===== src/rtl/core/fexp_pkg.sv =====
package fexp_pkg;

    localparam int DEF_LANES  = 8;
    localparam int WORD_W     = 32;
    localparam int K_W        = 9;
    localparam int SIG_W      = 50;
    localparam int EXP_W      = 12;
    localparam int STAGES     = 18;
    localparam int POLY_STEPS = 10;
    localparam int POLY_FIRST = 7;

    localparam logic [31:0] CLAMP_HI    = 32'h42B0C0A5;
    localparam logic [31:0] CLAMP_LO    = 32'hC2B0C0A5;
    localparam logic [31:0] INV_LN2     = 32'h3FB8AA3B;
    localparam logic [31:0] LN2_HI      = 32'h3F318000;
    localparam logic [31:0] LN2_LO      = 32'hB95E8083;
    localparam logic [31:0] COEF5       = 32'h3C088889;
    localparam logic [31:0] ROUND_MAGIC = 32'h4B400000;
    localparam logic [31:0] NEG_MAGIC   = 32'hCB400000;
    localparam logic [31:0] DEFAULT_NAN = 32'hFFC00000;
    localparam logic [24:0] MAGIC_SIG   = 25'h0C00000;
    localparam logic signed [K_W-1:0] EXP_BIAS = 9'sd127;

    // added after the multiply steps of Horner's rule: c4, c3, c2, c1, c0
    localparam logic [31:0] POLY_ADD [5] = '{
        32'h3D2AAAAB, 32'h3E2AAAAB, 32'h3F000000, 32'h3F800000, 32'h3F800000
    };

    typedef struct packed {
        logic [STAGES-1:0] load;
    } pipe_ctrl_t;

    function automatic logic [SIG_W-1:0] shr_sticky(input logic [SIG_W-1:0] m,
                                                    input logic [EXP_W-1:0] amt);
        logic [SIG_W-1:0] mask;
        logic [SIG_W-1:0] res;
        if (amt >= EXP_W'(SIG_W))
            mask = '1;
        else
            mask = (SIG_W'(1) << amt) - SIG_W'(1);
        res = m >> amt;
        res[0] = res[0] | (|(m & mask));
        return res;
    endfunction

    // value = m * 2^e, m nonzero; normalize, denormalize if tiny, round to nearest even, overflow to infinity
    function automatic logic [31:0] fp_pack(input logic sign,
                                            input logic signed [EXP_W-1:0] e,
                                            input logic [SIG_W-1:0] m);
        logic [5:0] lz;
        logic [SIG_W-1:0] mn;
        logic [SIG_W-1:0] msh;
        logic signed [EXP_W-1:0] ebi;
        logic [7:0] ef;
        logic [30:0] base;
        logic guard;
        logic sticky;
        logic inc;
        logic [31:0] res;
        lz = '0;
        for (int i = 0; i < SIG_W; i++)
        begin
            if (m[i])
                lz = 6'(SIG_W - 1 - i);
        end
        mn  = m << lz;
        ebi = e + EXP_W'(SIG_W - 1 + 127) - $signed({6'd0, lz});
        if (ebi >= EXP_W'(255))
        begin
            res = {sign, 8'hFF, 23'd0};
        end
        else
        begin
            if (ebi <= 0)
            begin
                msh = shr_sticky(mn, EXP_W'(EXP_W'(1) - ebi));
                ef  = 8'd0;
            end
            else
            begin
                msh = mn;
                ef  = ebi[7:0];
            end
            guard  = msh[SIG_W-25];
            sticky = |msh[SIG_W-26:0];
            inc    = guard & (sticky | msh[SIG_W-24]);
            base   = {ef, msh[SIG_W-2 -: 23]};
            res    = {sign, base + 31'(inc)};
        end
        return res;
    endfunction

    function automatic logic [31:0] fmul(input logic [31:0] a, input logic [31:0] b);
        logic s;
        logic a_nan, b_nan, a_inf, b_inf, a_zero, b_zero;
        logic [7:0] ea, eb;
        logic [23:0] ma, mb;
        logic [47:0] p;
        logic signed [EXP_W-1:0] e;
        logic [31:0] res;
        s      = a[31] ^ b[31];
        a_nan  = (a[30:23] == 8'hFF) && (a[22:0] != '0);
        b_nan  = (b[30:23] == 8'hFF) && (b[22:0] != '0);
        a_inf  = (a[30:23] == 8'hFF) && (a[22:0] == '0);
        b_inf  = (b[30:23] == 8'hFF) && (b[22:0] == '0);
        a_zero = (a[30:0] == '0);
        b_zero = (b[30:0] == '0);
        ea     = (a[30:23] == '0) ? 8'd1 : a[30:23];
        eb     = (b[30:23] == '0) ? 8'd1 : b[30:23];
        ma     = {a[30:23] != '0, a[22:0]};
        mb     = {b[30:23] != '0, b[22:0]};
        p      = ma * mb;
        e      = $signed({4'd0, ea}) + $signed({4'd0, eb}) - EXP_W'(300);
        if (a_nan || b_nan)
            res = DEFAULT_NAN;
        else if ((a_inf && b_zero) || (b_inf && a_zero))
            res = DEFAULT_NAN;
        else if (a_inf || b_inf)
            res = {s, 8'hFF, 23'd0};
        else if (a_zero || b_zero)
            res = {s, 31'd0};
        else
            res = fp_pack(s, e, {2'b00, p});
        return res;
    endfunction

    function automatic logic [31:0] fadd(input logic [31:0] a, input logic [31:0] b);
        logic a_nan, b_nan, a_inf, b_inf, a_zero, b_zero;
        logic [31:0] big, sml;
        logic [7:0] eg, es;
        logic [SIG_W-1:0] mg, ms, sum;
        logic [31:0] res;
        a_nan  = (a[30:23] == 8'hFF) && (a[22:0] != '0);
        b_nan  = (b[30:23] == 8'hFF) && (b[22:0] != '0);
        a_inf  = (a[30:23] == 8'hFF) && (a[22:0] == '0);
        b_inf  = (b[30:23] == 8'hFF) && (b[22:0] == '0);
        a_zero = (a[30:0] == '0);
        b_zero = (b[30:0] == '0);
        big    = (a[30:0] >= b[30:0]) ? a : b;
        sml    = (a[30:0] >= b[30:0]) ? b : a;
        eg     = (big[30:23] == '0) ? 8'd1 : big[30:23];
        es     = (sml[30:23] == '0) ? 8'd1 : sml[30:23];
        mg     = {1'b0, big[30:23] != '0, big[22:0], 25'd0};
        ms     = shr_sticky({1'b0, sml[30:23] != '0, sml[22:0], 25'd0},
                            EXP_W'(eg - es));
        sum    = (a[31] == b[31]) ? (mg + ms) : (mg - ms);
        if (a_nan || b_nan)
            res = DEFAULT_NAN;
        else if (a_inf && b_inf && (a[31] != b[31]))
            res = DEFAULT_NAN;
        else if (a_inf)
            res = a;
        else if (b_inf)
            res = b;
        else if (a_zero && b_zero)
            res = {a[31] & b[31], 31'd0};
        else if (a_zero)
            res = b;
        else if (b_zero)
            res = a;
        else if (sum == '0)
            res = 32'd0;
        else
            res = fp_pack(big[31], $signed({4'd0, eg}) - EXP_W'(175), sum);
        return res;
    endfunction

    // a < b as IEEE compare, false on NaN
    function automatic logic f_lt(input logic [31:0] a, input logic [31:0] b);
        logic a_nan, b_nan;
        logic res;
        a_nan = (a[30:23] == 8'hFF) && (a[22:0] != '0);
        b_nan = (b[30:23] == 8'hFF) && (b[22:0] != '0);
        if (a_nan || b_nan)
            res = 1'b0;
        else if ((a[30:0] == '0) && (b[30:0] == '0))
            res = 1'b0;
        else if (a[31] != b[31])
            res = a[31];
        else if (!a[31])
            res = a[30:0] < b[30:0];
        else
            res = a[30:0] > b[30:0];
        return res;
    endfunction

    function automatic logic [31:0] clamp(input logic [31:0] x);
        logic [31:0] v;
        v = f_lt(x, CLAMP_HI) ? x : CLAMP_HI;
        v = f_lt(CLAMP_LO, v) ? v : CLAMP_LO;
        return v;
    endfunction

    // x + 1.5*2^23 sits in [2^23, 2^24), so its significand minus the magic is k
    function automatic logic signed [K_W-1:0] magic_to_k(input logic [31:0] s);
        logic [24:0] t;
        t = {2'b01, s[22:0]} - MAGIC_SIG;
        return $signed(t[K_W-1:0]);
    endfunction

    function automatic logic [31:0] scale_of(input logic signed [K_W-1:0] k);
        logic signed [K_W-1:0] sum;
        sum = k + EXP_BIAS;
        return {sum, 23'd0};
    endfunction

endpackage


===== src/rtl/core/fexp_ctrl.sv =====
module fexp_ctrl import fexp_pkg::*;
(
    input  logic       clk,
    input  logic       rst_n,
    input  logic       in_valid,
    input  logic       in_last,
    input  logic       out_ready,
    output logic       in_ready,
    output logic       out_valid,
    output logic       out_last,
    output pipe_ctrl_t ctl
);

    logic [STAGES-1:0] vld_reg;
    logic [STAGES-1:0] vld_next;
    logic [STAGES-1:0] adv;
    logic              last_reg [STAGES];

    // a stage moves when it is empty or the stage after it moves
    always_comb
    begin
        adv[STAGES-1] = !vld_reg[STAGES-1] || out_ready;
        for (int s = STAGES - 2; s >= 0; s--)
            adv[s] = !vld_reg[s] || adv[s+1];
        vld_next = vld_reg;
        if (adv[0])
            vld_next[0] = in_valid;
        for (int s = 1; s < STAGES; s++)
        begin
            if (adv[s])
                vld_next[s] = vld_reg[s-1];
        end
    end

    always_ff @(posedge clk or negedge rst_n)
    begin
        if (!rst_n)
            vld_reg <= '0;
        else
            vld_reg <= vld_next;
    end

    always_ff @(posedge clk)
    begin
        if (adv[0])
            last_reg[0] <= in_last;
        for (int s = 1; s < STAGES; s++)
        begin
            if (adv[s])
                last_reg[s] <= last_reg[s-1];
        end
    end

    assign ctl.load  = adv;
    assign in_ready  = adv[0];
    assign out_valid = vld_reg[STAGES-1];
    assign out_last  = last_reg[STAGES-1];

endmodule


===== config.mk =====
export PLATFORM = sky130hd
export DESIGN_NAME = fexp_ctrl
export DESIGN_NICKNAME = d
export VERILOG_FILES = /design/src/rtl/core/fexp_pkg.sv /design/src/rtl/core/fexp_ctrl.sv
export SDC_FILE = /design/constraint.sdc
export NUM_CORES = 1
export LEC_CHECK = 0
export BUFFER_PORTS_ARGS = -buffer_cell sky130_fd_sc_hd__buf_2
export CORE_UTILIZATION = 25
export CTS_CLUSTER_DIAMETER = 200
export DETAILED_ROUTE_END_ITERATION = 8
export GPL_TIMING_DRIVEN = 1
export SLEW_MARGIN = 10
export SYNTH_ARGS = -nofsm -noshare
export SYNTH_HDL_FRONTEND = slang
export SYNTH_SLANG_ARGS = --single-unit

===== constraint.sdc =====
create_clock -name clk -period 3.5 [get_ports clk]
set_input_delay 0.7 -clock clk [delete_from_list [all_inputs] [get_ports clk]]
set_output_delay 0.7 -clock clk [all_outputs]
set_load 0.02 [all_outputs]

==> results_dict.tcl <==
set metrics [dict create \
    status "finished clean" \
    post_cts_buffers 0 \
    crit_fanout 12 \
    worstPathArrival_ns 2.24 \
    min_period_over_period_pct 84.03 \
    p_comb_share_pct 12.7 \
    setup-violations-final 0 \
    yosys_register_bits 36 \
    post_drt_wl_per_cell_um 11.84 \
    rows 26 \
    first_pass_iters 6 \
    cts.path.max_buffers 2 \
    fp.dieArea_um2 5585 \
    htree_levels 2 \
    path_buf_inv 3 \
    cp-startpoint "out_ready" \
    power_leakage_uw 0.0006358 \
    path_common_cell "buf_2" \
    r2r_start "vld_reg[17]$_DFFE_PN0P_" \
    p_clk_share_pct 29.6 \
    grt_pass1_wl_um 3581 \
    io_pins 26 \
    worst_pin_slew_ns 0.5868 \
    netlist_area_um2 1323 \
    rsz0062_at_grt "false" \
    post_cts_resized 0 \
    yosysUniqueCellTypes 24 \
    n_antenna_cell 0 \
    cp.required_ns 2.80 \
    clk_root_buffer_cell "clkbuf_8" \
    cts_hold_buffers 0 \
    max_freq_mhz 340.0 \
    slew_headroom_pct 60.59 \
    dp_hpwl_um 1569 \
    power_uw 930.3 \
    areaGrowthSynthToFinish_pct 20.81 \
    drtIter0Drc 61 \
    grt_start_max_net_pins 19 \
    power_density_nw_per_um2 582.2 \
    cp_top_family "simple AND/OR/NAND/NOR gates" \
    cp_slowest_stage_delay_ns 0.59 \
    cts_tree "done" \
    die_height_um 74.73 \
    finalMaxSlewViolations 0 \
    place.gp.congestion 0.7155 \
    path_depth 6 \
    drc 0 \
    setup-tns-final_ns 0 \
    critPathKind "input pin to output pin" \
    synth_cells 85 \
    endpoint_kind "output pin" \
    irDropWorstVdd_mv 0.1874 \
    cpMaxStageDelayCell "nor4_4" \
    die_w_um 74.73 \
    numPortBuffers 25 \
    antenna_found_initial 0 \
    avgSynthCellArea_um2 15.56 \
    p_int_uw 686.1 \
    yosysWarnings 0 \
    drv_cap 0 \
    finClkSkew_ns 0.005672 \
    p_sw_uw 244.2 \
    clk_latency_ns 0.28 \
    grt_usage_pct 8.847 \
    first_global_vias 767 \
    synth-seq-area-share_pct 74.93 \
    hold_viol_final 0 \
    drt-total-wl_um 2203 \
    period_needed_ns 2.941 \
    synth.net_count 90 \
    route.antenna.remaining_nets 0 \
    r2r_cells 4 \
    crit_path_cell_trace "buf_2 -> and4b_2 -> inv_2 -> nor4_4 -> nand3_1 -> buf_2" \
    clock-sinks 36 \
    design.core.area_um2 5107 \
    route.vias.total 784 \
    hp-class "input pin to async pin" \
    fin_nets 120 \
    numCtsBuffers 5 \
    seq_power_share_pct 57.6 \
    clk_pin_slew_ns 0.07 \
    layout-drive-gt1-share_pct 34.48 \
    switching_share_pct 26.25 \
    start_util_pct 25.89 \
    grt_overflow 0 \
    via_per_inst 4.215 \
    critPathLaunchType "input pin" \
]
## cell usage after synthesis (all sizes together)
| cell type | number | area [um^2] |
|---|---|---|
| a21o | 5 | 37.54 |
| a31o | 3 | 26.28 |
| a41o | 2 | 20.02 |
| and2 | 1 | 6.260 |
| and3 | 1 | 6.260 |
| and4 | 1 | 8.760 |
| and4b | 1 | 11.26 |
| buf | 2 | 18.77 |
| dfrtp | 18 | 450.4 |
| edfxtp | 18 | 540.5 |
| inv | 4 | 15.01 |
| nand2 | 7 | 26.28 |
| nand2b | 5 | 31.28 |
| nand3 | 6 | 30.03 |
| nand3b | 1 | 7.510 |
| nand4 | 3 | 18.77 |
| nor2 | 1 | 3.750 |
| nor3 | 1 | 16.27 |
| nor4 | 1 | 21.27 |
| or2 | 3 | 18.77 |
| or2b | 1 | 7.510 |
## metal layers
metal  vias to the layer above  global-route usage, %  wire (um)
met1                       385                  10.14       1030
met3                         2                  3.748        126
li1                        371                      -          -
met4                         0                  3.774         11
met2                        26                  14.51       1036
met5                         -                      0          0
## power by group through the flow
stage | registers (uW) | logic (uW) | clock network, uW
after floorplan | 539 | 79.0 | 0
after global placement | 541 | 117 | 0
after detailed placement | 544 | 120 | 0
after CTS | 536 | 121 | 286
after global routing | 542 | 132 | 301
final | 536 | 119 | 276
## final cells by class
type,instances,area (um^2)
Inverter,4,15.01
Clock inverter,1,5.005
Clock buffer,7,76.32
Multi-Input combinational cell,43,297.8
Sequential cell,36,991.0
Fill cell,527,3510
Tap cell,70,87.58
Timing Repair Buffer,25,125.1
## stage by stage
| stage | cells | setup slack, ns | hold slack [ns] | utilization, % | area [um^2] |
|---|---|---|---|---|---|
| 2_1_floorplan | 85 | 0.7350 | 0.4003 | - | 1323 |
| 3_3_place_gp | 178 | 0.5887 | 0.4027 | 29.69 | 1516 |
| 4_1_cts | 186 | 0.5264 | 0.3601 | 31.28 | 1598 |
| 6_report | 186 | 0.5591 | 0.3519 | 31.28 | 1598 |
| 5_1_grt | 186 | 0.4068 | 0.3740 | 31.28 | 1598 |
| 3_5_place_dp | 178 | 0.5436 | 0.4051 | 29.69 | 1516 |
## kinds of logic (layout without fill, tap and decap cells)
group / Yosys count / in the layout / synth area share, %
DFF: 36 / 36 / 74.93
AOI/OAI and AO/OA: 10 / 10 / 6.339
and+or+nand+nor: 33 / 33 / 16.18
buffers and inverters: 6 / 37 / 2.554
## path summary, 6_finish.rpt
| path | endpoint | slack (ns) |
|---|---|---|
| max reg2reg | last_reg[0]$_DFFE_PP_ | 1.65 |
| max | in_ready | 0.56 |
| min | vld_reg[14]$_DFFE_PN0P_ | 0.35 |
| min reg2reg | last_reg[6]$_DFFE_PP_ | 0.42 |
| max in group asynchronous | vld_reg[7]$_DFFE_PN0P_ | 2.84 |
| min in group clk | last_reg[6]$_DFFE_PP_ | 0.42 |
## layout by cell type (no fill, tap or decap), types with 2 or more instances in the layout
master,netlist,final
dfrtp_1,18,18
clkbuf_1,0,2
nand4_1,3,3
a21o_1,5,5
clkbuf_8,0,5
nand2b_1,5,5
or2_2,3,3
inv_1,3,3
buf_2,0,25
edfxtp_1,18,18
a31o_2,2,2
a41o_1,2,2
nand2_1,7,7
nand3_1,6,6
(Power assumes the default switching activity.)
